[src/hw/rtl/deft_pkg.sv]
`timescale 1ns / 1ps
package deft_pkg;

  // Ring geometry
  localparam int CACHE_DEPTH = 32;
  localparam int IDX_W = (CACHE_DEPTH > 1) ? $clog2(CACHE_DEPTH) : 1;
  localparam int CNT_W = $clog2(CACHE_DEPTH + 1);

  // Field widths
  localparam int SENDER_W = 64;
  localparam int SEQ_W    = 32;
  localparam int MS_W     = 32;

  localparam logic [MS_W-1:0] TTL_RESET = MS_W'(60000);

  typedef logic [IDX_W-1:0] idx_t;
  typedef logic [CNT_W-1:0] cnt_t;

  // One remembered event
  typedef struct packed {
    logic [SENDER_W-1:0] sender;
    logic [SEQ_W-1:0]    seq;
    logic [MS_W-1:0]     stamp;
  } entry_t;

  // Ring slot at a given offset from a base slot; offset never exceeds the depth
  function automatic idx_t slot_add(input idx_t base, input cnt_t offset);
    logic [CNT_W:0] sum;
    sum = (CNT_W + 1)'(base) + (CNT_W + 1)'(offset);
    if (sum >= (CNT_W + 1)'(CACHE_DEPTH)) begin
      sum = sum - (CNT_W + 1)'(CACHE_DEPTH);
    end
    return sum[IDX_W-1:0];
  endfunction

endpackage

[src/hw/rtl/duplicate_event_filter_ttl.sv]
`timescale 1ns / 1ps
// Duplicate event filter with time-to-live.
// Input channel (in_valid/in_ready): one event with sender, sequence and the
// current millisecond time. Result channel (out_valid/out_ready): one
// is_duplicate flag per event, in order. cfg_we/cfg_wdata write ttl_ms.
// Events are remembered in a ring held in one synchronous memory. Each event
// walks the live entries from the oldest end: while entries are aged past
// ttl_ms they are retired, after that each entry is compared with the event.
// The walk reads one entry per cycle through the memory's single read port.
// An event with an empty sender goes straight to the result; an event that
// meets an empty ring is appended and then reported; otherwise the walk runs
// over the live entries, a match ending it early, and an event with no match
// is appended after the walk. One event is processed at a time; the next
// transfer is taken once the previous result has entered the output register.
// Reset empties the ring (no clearing pass: entry count and oldest slot go to
// zero) and sets ttl_ms to 60000. When the receiver stalls, the result is held
// in the output register; a further event may still be processed and then
// waits for that register to free up.
module duplicate_event_filter_ttl
  import deft_pkg::*;
(
  input  logic                clk,
  input  logic                rst_n,
  input  logic                in_valid,
  output logic                in_ready,
  input  logic                in_sender_present,
  input  logic [SENDER_W-1:0] in_sender_id,
  input  logic [SEQ_W-1:0]    in_event_seq,
  input  logic [MS_W-1:0]     in_now_ms,
  output logic                out_valid,
  input  logic                out_ready,
  output logic                out_is_duplicate,
  input  logic                cfg_we,
  input  logic [MS_W-1:0]     cfg_wdata
);

  localparam logic [1:0] S_IDLE  = 2'd0;
  localparam logic [1:0] S_SCAN  = 2'd1;
  localparam logic [1:0] S_WRITE = 2'd2;
  localparam logic [1:0] S_DONE  = 2'd3;

  localparam cnt_t ONE   = CNT_W'(1);
  localparam cnt_t DEPTH = CNT_W'(CACHE_DEPTH);

  // Entry memory
  entry_t mem [CACHE_DEPTH];
  entry_t rd_data_r;
  logic   rd_en;
  idx_t   rd_addr;
  logic   wr_en;
  idx_t   wr_addr;
  entry_t wr_data;

  // Control state
  logic [1:0]      state_r, state_nxt;
  idx_t            oldest_r, oldest_nxt;
  cnt_t            count_r, count_nxt;
  logic [MS_W-1:0] ttl_r;
  idx_t            base_r, base_nxt;
  cnt_t            total_r, total_nxt;
  cnt_t            iss_r, iss_nxt;
  logic            chk_vld_r, chk_vld_nxt;
  cnt_t            chk_k_r, chk_k_nxt;
  logic            aging_r, aging_nxt;
  logic            dup_r, dup_nxt;
  logic            out_valid_r, out_valid_nxt;
  logic            out_dup_r, out_dup_nxt;

  // Held event
  logic [SENDER_W-1:0] sender_r;
  logic [SEQ_W-1:0]    seq_r;
  logic [MS_W-1:0]     now_r;

  logic            in_xfer;
  logic [MS_W-1:0] age;
  logic            expired;
  logic            hit;
  logic            last_chk;

  assign in_ready         = (state_r == S_IDLE);
  assign in_xfer          = in_valid && in_ready;
  assign out_valid        = out_valid_r;
  assign out_is_duplicate = out_dup_r;

  // Check the entry that arrived from memory
  assign age      = now_r - rd_data_r.stamp;
  assign expired  = chk_vld_r && aging_r && (age > ttl_r);
  assign hit      = chk_vld_r && !expired && (rd_data_r.sender == sender_r) &&
                    (rd_data_r.seq == seq_r);
  assign last_chk = chk_vld_r && (chk_k_r == total_r - ONE);

  // Sequencer
  always_comb begin
    state_nxt     = state_r;
    oldest_nxt    = oldest_r;
    count_nxt     = count_r;
    base_nxt      = base_r;
    total_nxt     = total_r;
    iss_nxt       = iss_r;
    chk_vld_nxt   = 1'b0;
    chk_k_nxt     = chk_k_r;
    aging_nxt     = aging_r;
    dup_nxt       = dup_r;
    out_valid_nxt = out_valid_r && !out_ready;
    out_dup_nxt   = out_dup_r;
    rd_en         = 1'b0;
    rd_addr       = slot_add(base_r, iss_r);
    wr_en         = 1'b0;
    wr_addr       = slot_add(oldest_r, count_r);
    wr_data       = '{sender: sender_r, seq: seq_r, stamp: now_r};

    case (state_r)
      S_IDLE: begin
        if (in_xfer) begin
          base_nxt  = oldest_r;
          total_nxt = count_r;
          iss_nxt   = '0;
          aging_nxt = 1'b1;
          dup_nxt   = 1'b0;
          if (!in_sender_present) begin
            state_nxt = S_DONE;
          end else if (count_r == '0) begin
            state_nxt = S_WRITE;
          end else begin
            state_nxt = S_SCAN;
          end
        end
      end
      S_SCAN: begin
        // retire aged entries from the oldest end, then compare
        if (expired) begin
          oldest_nxt = slot_add(oldest_r, ONE);
          count_nxt  = count_r - ONE;
        end else if (chk_vld_r) begin
          aging_nxt = 1'b0;
        end
        if (hit) begin
          dup_nxt   = 1'b1;
          state_nxt = S_DONE;
        end else begin
          if (iss_r < total_r) begin
            rd_en       = 1'b1;
            iss_nxt     = iss_r + ONE;
            chk_vld_nxt = 1'b1;
            chk_k_nxt   = iss_r;
          end
          if (last_chk) begin
            state_nxt = S_WRITE;
          end
        end
      end
      S_WRITE: begin
        // append, displacing the oldest entry when full
        wr_en = 1'b1;
        if (count_r == DEPTH) begin
          wr_addr    = oldest_r;
          oldest_nxt = slot_add(oldest_r, ONE);
        end else begin
          count_nxt = count_r + ONE;
        end
        state_nxt = S_DONE;
      end
      S_DONE: begin
        // hand over once the output register is free
        if (!out_valid_r || out_ready) begin
          out_valid_nxt = 1'b1;
          out_dup_nxt   = dup_r;
          state_nxt     = S_IDLE;
        end
      end
      default: begin
        state_nxt = S_IDLE;
      end
    endcase
  end

  // Memory ports
  always_ff @(posedge clk) begin
    if (wr_en) begin
      mem[wr_addr] <= wr_data;
    end
  end

  always_ff @(posedge clk) begin
    if (rd_en) begin
      rd_data_r <= mem[rd_addr];
    end
  end

  // Control registers
  always_ff @(posedge clk) begin
    if (!rst_n) begin
      state_r     <= S_IDLE;
      oldest_r    <= '0;
      count_r     <= '0;
      ttl_r       <= TTL_RESET;
      chk_vld_r   <= 1'b0;
      out_valid_r <= 1'b0;
    end else begin
      state_r     <= state_nxt;
      oldest_r    <= oldest_nxt;
      count_r     <= count_nxt;
      chk_vld_r   <= chk_vld_nxt;
      out_valid_r <= out_valid_nxt;
      if (cfg_we) begin
        ttl_r <= cfg_wdata;
      end
    end
  end

  // Payload registers
  always_ff @(posedge clk) begin
    base_r    <= base_nxt;
    total_r   <= total_nxt;
    iss_r     <= iss_nxt;
    chk_k_r   <= chk_k_nxt;
    aging_r   <= aging_nxt;
    dup_r     <= dup_nxt;
    out_dup_r <= out_dup_nxt;
    if (in_xfer) begin
      sender_r <= in_sender_id;
      seq_r    <= in_event_seq;
      now_r    <= in_now_ms;
    end
  end

  // Checks
  a_count_bound: assert property (@(posedge clk) disable iff (!rst_n)
    count_r <= DEPTH)
    else $error("entry count beyond ring depth");

  a_write_nonempty: assert property (@(posedge clk) disable iff (!rst_n)
    state_r == S_WRITE |=> count_r != '0)
    else $error("ring empty after append");

  a_result_source: assert property (@(posedge clk) disable iff (!rst_n)
    $rose(out_valid_r) |-> $past(state_r) == S_DONE)
    else $error("result raised outside completion");

  a_check_in_scan: assert property (@(posedge clk) disable iff (!rst_n)
    chk_vld_r |-> state_r == S_SCAN)
    else $error("memory check pending outside scan");

endmodule

[config.mk]
export PLATFORM = sky130hd
export DESIGN_NAME = duplicate_event_filter_ttl
export DESIGN_NICKNAME = d
export VERILOG_FILES = /design/src/hw/rtl/deft_pkg.sv /design/src/hw/rtl/duplicate_event_filter_ttl.sv
export SDC_FILE = /design/constraint.sdc
export NUM_CORES = 2
export LEC_CHECK = 0
export ABC_AREA = 0
export CAP_MARGIN = 20
export CORE_MARGIN = 2
export CORE_UTILIZATION = 25
export CTS_CLUSTER_SIZE = 8
export DETAILED_ROUTE_END_ITERATION = 10
export DONT_BUFFER_PORTS = 1
export GPL_ROUTABILITY_DRIVEN = 0
export SYNTH_ARGS = -nofsm -noshare
export SYNTH_HDL_FRONTEND = slang
export SYNTH_SLANG_ARGS = --single-unit
[constraint.sdc]
create_clock -name clk -period 11.8 [get_ports clk]
set_input_delay 2.36 -clock clk [delete_from_list [all_inputs] [get_ports clk]]
set_output_delay 2.36 -clock clk [all_outputs]
set_load 0.02 [all_outputs]
# Word-level counts from Yosys, hierarchy flattened
# Memories as Yosys holds them, arrays and structs flattened. A register that Yosys moved wholly into a read port is not among the register bits.
# Cells that the tools add are included.
# W data, S select, Z words.
[word_totals]
regBits = 201
latchBits = 0
mem_bits_rw = 4096
romBits = 0
in_bits = 166
out_inout_bits = 3
wordCells = 114
mem_count = 1
[memory_table]
columns = ["name", "depth", "word_bits", "rd", "rd_ports_with_merged_regs", "wr", "line_no", "source"]
rows = [
  ["mem", 32, 128, 1, 1, 1, "duplicate_event_filter_ttl.sv:46", "entry_t mem [CACHE_DEPTH];"],
]
[op_classes]
n_addsub = 11
multipliers = 0
div_mod_pow = 0
order_cmp = 5
n_eq_ne = 18
shifts = 0
n_mux = 37
bitwise_logic = 1
reduce_logical = 25
[op_table]
columns = ["cell", "count"]
rows = [
  ["$eq A64 B64 Y1", 1],
  ["$mux W5", 7],
  ["$eq A32 B32 Y1", 1],
  ["$gt A32 B32 Y1", 1],
  ["$sub A32 B32 Y32", 1],
  ["$mux W6", 5],
  ["$pmux W6 S2", 2],
  ["$ne A2 B2 Y1 const B", 9],
  ["$reduce_and A3 Y1", 5],
  ["$sub A5 B1 Y5 const B", 3],
  ["$add A5 B6 Y7", 2],
  ["$ge A7 B6 Y1 const B", 2],
  ["$mux W1", 13],
  ["$add A6 B1 Y6 const B", 2],
  ["$mux W2", 6],
  ["$sub A6 B1 Y6 const B", 2],
  ["$pmux W5 S2", 1],
  ["$logic_and A1 B1 Y1", 8],
  ["$pmux W2 S4", 1],
  ["$reduce_and A4 Y1", 2],
  ["$add A5 B1 Y6 const B", 1],
  ["$eq A6 B6 Y1", 1],
  ["$eq A6 B6 Y1 const B", 1],
  ["$ge A6 B6 Y1 const B", 1],
  ["13 further kinds", 19],
]

# Logic depth before layout (Yosys ltp)
[logic_depth]
depth_word = 9
depth_mapped = 22
mapped_depth_nobuf = 22

# Worst setup path before layout
# No wires, ideal clock.
[synth_timing]
kind = "reg2reg"
startpoint = "reg oldest_r[0]"
endpoint = "mem mem[31][0] in the netlist's numbering, enable pin"
setup_ps = 617
arrival_time_ps = 7320
required_ps = 11183
setup_slack_ps = 3863
stages_incl_launch_ff = 10
n_path_buf = 0
cell_sequence = "dfxtp_1 > ha_1 > fa_1 > a21o_1 > a21oi_1 > xnor2_1 > nand2b_1 > xnor2_1 > nand3_1 > nor2_1"
[synth_between]
elab_chain_len = 5
elab_cells_between_ends = 6
[synth_lines]
columns = ["element", "line_no", "source"]
rows = [
  ["start, declared", "duplicate_event_filter_ttl.sv:56", "idx_t oldest_r, oldest_nxt;"],
  ["start signal, assigned", "duplicate_event_filter_ttl.sv:201", "oldest_r <= oldest_nxt;"],
  ["$add A5 B6 Y7", "deft_pkg.sv:29", "sum = (CNT_W + 1)'(base) + (CNT_W + 1)'(offset);"],
  ["$ge A7 B6 Y1 / $sub A5 B1 Y5 (equally long branches)", "deft_pkg.sv:30, deft_pkg.sv:31", ""],
  ["$mux W5", "deft_pkg.sv:30", "if (sum >= (CNT_W + 1)'(CACHE_DEPTH)) begin"],
  ["$mux W5", "duplicate_event_filter_ttl.sv:155", "if (count_r == DEPTH) begin"],
  ["$mux W5 (*)", "duplicate_event_filter_ttl.sv:112", "case (state_r)"],
  ["end, declared", "duplicate_event_filter_ttl.sv:46", ""],
]
# Mark *: on every way between the ends. The rest lies on a longest branch, timed or not.

# Worst setup path in the final report
[layout_timing]
startpoint = "reg now_r[0]"
endpoint = "reg rd_data_r[55] (netlist name)"
[layout_between]
elab_chain_len = 9
[layout_lines]
columns = ["element", "line_no", "source"]
rows = [
  ["start, declared", "duplicate_event_filter_ttl.sv:72", "logic [MS_W-1:0] now_r;"],
  ["start signal, assigned", "duplicate_event_filter_ttl.sv:223", "now_r <= in_now_ms;"],
  ["$sub A32 B32 Y32", "duplicate_event_filter_ttl.sv:86", "assign age = now_r - rd_data_r.stamp;"],
  ["$gt A32 B32 Y1", "duplicate_event_filter_ttl.sv:87", "assign expired = chk_vld_r && aging_r && (age > ttl_r);"],
  ["$logic_and A1 B1 Y1", "duplicate_event_filter_ttl.sv:87", ""],
  ["$logic_not A1 Y1", "duplicate_event_filter_ttl.sv:88", "assign hit = chk_vld_r && !expired && (rd_data_r.sender == sender_r) &&"],
  ["$logic_and A1 B1 Y1 (3 in a row)", "duplicate_event_filter_ttl.sv:88", ""],
  ["$mux W1", "duplicate_event_filter_ttl.sv:137", "if (hit) begin"],
  ["$mux W1", "duplicate_event_filter_ttl.sv:112", ""],
]
# No other way between the ends.
# A chain may end at the register's enable or synchronous reset.

==> impl_metrics.py <==
metrics = {
    "route": {
        "route.detailed.drc": 0,
        "drtAntennaViolNets": 0,
        "drt_first_iter_violations": 11130,
        "viasPerCell": 4.759,
        "vias": 86480,
        "dr.pass1.iters": 6,
        "routed_wl_um": 466300,
        "wl_per_cell_um": 25.66,
    },
    "clock_network": {
        "cts.sinks": 4425,
        "postCtsSetupBuffers": 0,
        "h-tree-depth": 6,
        "path_clk_slew_ns": 0.05,
        "clock-root-buffer": "clkbuf_16",
        "ctsHoldBuffers": 0,
        "clk_latency_ns": 1.07,
        "cts_buffer_depth": 4,
        "cts_tree": "yes",
        "numCtsBuffers": 624,
        "post_cts_resize_count": 0,
    },
    "sta": {
        "finalSetupViolations": 0,
        "tightestPinTransition_ns": 1.160,
        "fmax_mhz": 131.8,
        "finalHoldViolCount": 0,
        "maxSlewHeadroom_pct": 22.10,
        "setup_tns_ns": 0,
        "period_share_pct": 64.28,
        "min_period_ns": 7.585,
        "rsz0062_at_grt": "no",
        "slew_viol_final": 0,
        "fin_worst_skew_ns": 0.06123,
        "fin_hold_ws_ns": 0.4255,
    },
    "synth": {
        "yosys-top-cells-area": "edfxtp_1, mux4_2, nand2_1",
        "syn_area_per_cell_um2": 19.91,
        "ys_async_sr_fraction_pct": 0,
        "ys_seq_area_share_pct": 77.45,
        "synth_nets": 8845,
        "synth_cell_types": 64,
        "synth_top_area_share_pct": 76.90,
        "syn_area_um2": 171000,
        "synth_seq_cells": 4425,
        "ys.flop_type": "edfxtp_1",
        "syn_inst": 8588,
        "synth_edf_count": 4378,
        "yosys_warnings": 0,
        "yosysTopAreaCell": "edfxtp_1",
    },
    "critical_path": {
        "startpoint_type": "flop",
        "criticalPathCategory": "flop to flop",
        "path_cells": "inv_1, ha_1, inv_1, fa_1, a211oi_1, o211ai_1, a22o_1, a221oi_2, a21oi_1, a211oi_1, nor3_1, mux2i_1, o2111ai_1, ha_1, nand3_1, or4_4, a31oi_4, o21ai_1, nand3_1, and3_4, buf_12",
        "worstPathRequired_ns": 12.45,
        "critPathCaptureType": "flop",
        "slowest_stage": "and3_4",
        "crit_fanout": 86,
        "slowest_delay_ns": 0.85,
        "arrival_ns": 8.24,
    },
    "floorplanning": {
        "initial_core_util_pct": 25.09,
        "row_count": 303,
        "core_region_area_um2": 681300,
        "die_area_um2": 690500,
        "die_w_um": 830.9,
        "pin_count": 169,
        "die_y_um": 830.9,
    },
    "layout": {
        "fillers": 65700,
        "multi_input_area_um2": 36800,
        "synthToLayoutAreaGrowth_pct": 17.24,
        "drive_above_1_share_pct": 22.37,
        "regArea_um2": 132400,
        "fin_nets": 9308,
        "fin_cells": 18170,
    },
    "hold_path": {
        "min_path_type": "flop to flop",
    },
    "global_routing": {
        "grt_pass1_vias": 86650,
        "grt_max_degree": 141,
        "grt_usage_pct": 13.04,
        "grt.overflow.total": 0,
        "antenna_found_initial": 132,
        "grt_pass1_wl_um": 659700,
    },
    "run_status": {
        "outcome": "finished, final reports clean",
    },
    "place": {
        "place_inst": 17410,
        "port-buffer-count": 0,
        "dp_hpwl_um": 236600,
    },
    "run": {
        "maxCapViolCount": 0,
    },
    "power": {
        "peakVddDrop_uv": 504.5,
        "power_density_nw_per_um2": 277.9,
        "total_power_mw": 55.69,
        "power_leakage_nw": 63.05,
    },
}
==> power breakdown <==
group          switching (mW)  total (mW)  internal (mW)
clock                    6.37        15.9           9.55
combinational            12.5        20.3           7.75
sequential              0.370        19.5           19.1
==> cell usage after synthesis, drive strengths merged, types with 10 or more instances <==
master	n
edfxtp	4378
nand2	1188
mux4	1024
nand3	663
clkbuf	269
buf	170
o21ai	156
nor2	101
ha	87
inv	86
xnor2	83
xor2	65
dfxtp	47
a21oi	43
mux2i	34
a21o	21
nand4	19
nor4	17
o211ai	17
and3	15
a211oi	14
o21a	10
==> registers in the layout (all words and copies together), names as in the netlist <==
name	flops
ttl_r	32
out_valid	1
count_r	6
base_r	5
total_r	6
out_is_duplicate	1
aging_r	1
dup_r	1
chk_vld_r	1
iss_r	6
now_r	32
rd_data_r	128
mem	4096
sender_r	64
oldest_r	5
seq_r	32
chk_k_r	6
state_r	2
==> cell usage in the layout, fill, tap and decap left out, drive strengths merged, types with 4 or more instances in the layout <==
cell / Yosys / final
nor2b: 8 / 8
diode: 0 / 42
nand2: 1188 / 1188
and3: 15 / 15
o211ai: 17 / 17
a211oi: 14 / 14
nand2b: 8 / 8
nor3: 9 / 9
inv: 86 / 117
nand4: 19 / 19
a21o: 21 / 21
fa: 4 / 4
and4: 4 / 4
clkbuf: 269 / 665
mux2i: 34 / 34
ha: 87 / 87
a21oi: 43 / 43
and2: 4 / 4
buf: 170 / 276
o21a: 10 / 10
edfxtp: 4378 / 4378
clkinv: 0 / 12
nor2: 101 / 101
mux4: 1024 / 1024
xor2: 65 / 65
o21ai: 156 / 156
nor4: 17 / 17
xnor2: 83 / 83
nand3: 663 / 663
dfxtp: 47 / 47
==> critical path: cells and delay by family, from the launching register on <==
kind	cells	cell delay, ns
compound gates	9	2.17
fa+ha+maj	3	0.98
buf+inv	3	0.87
flops	1	0.77
mux	1	0.16
simple gates	5	1.99
==> layout make-up <==
class | count | share of cell area (%)
Antenna cell | 42 | 0.05244
Clock buffer | 665 | 8.037
Clock inverter | 44 | 0.3415
Inverter | 86 | 0.1611
Multi-Input combinational cell | 3638 | 18.36
Sequential cell | 4425 | 66.06
Tap cell | 8997 | 5.616
Timing Repair Buffer | 276 | 1.370
==> through the flow <==
| step | setup slack, ns | utilization (%) | instance area (µm²) |
|---|---|---|---|
| after global routing | 3.864 | 29.41 | 200400 |
| after CTS | 4.300 | 29.37 | 200100 |
| final | 4.215 | 29.42 | 200400 |
| after floorplan | 3.863 | - | 171000 |
| after global placement | 4.394 | 26.90 | 183300 |
| after detailed placement | 4.341 | 26.91 | 183300 |
==> cell families after synthesis <==
family                   Yosys count  synth area share (%)
AO/OA/AOI/OAI                    293                 1.055
adder cells (fa/ha/maj)           91                0.6836
buffers and inverters            525                 1.232
multiplexers                    1058                 13.69
flip-flops                      4425                 77.45
XOR/XNOR                         148                0.7582
AND/OR/NAND/NOR                 2048                 5.133
==> routing by layer <==
| layer | GRT usage, % | share of wire (%) |
|---|---|---|
| met5 | 0 | 0.071 |
| met4 | 3.047 | 2.1 |
| met3 | 2.944 | 9.1 |
| met2 | 20.65 | 47 |
| met1 | 18.28 | 42 |
==> path summary, 6_finish.rpt <==
path	start	end	slack, ns	depth (start not counted)
setup / recovery	now_r[0]	rd_data_r[55]	4.22	21
hold / removal	dup_r	out_is_duplicate	0.43	0
setup reg to reg	now_r[0]	rd_data_r[55]	4.22	21
hold reg to reg	dup_r	out_is_duplicate	0.43	0
Power figures use the tool's default switching activity.
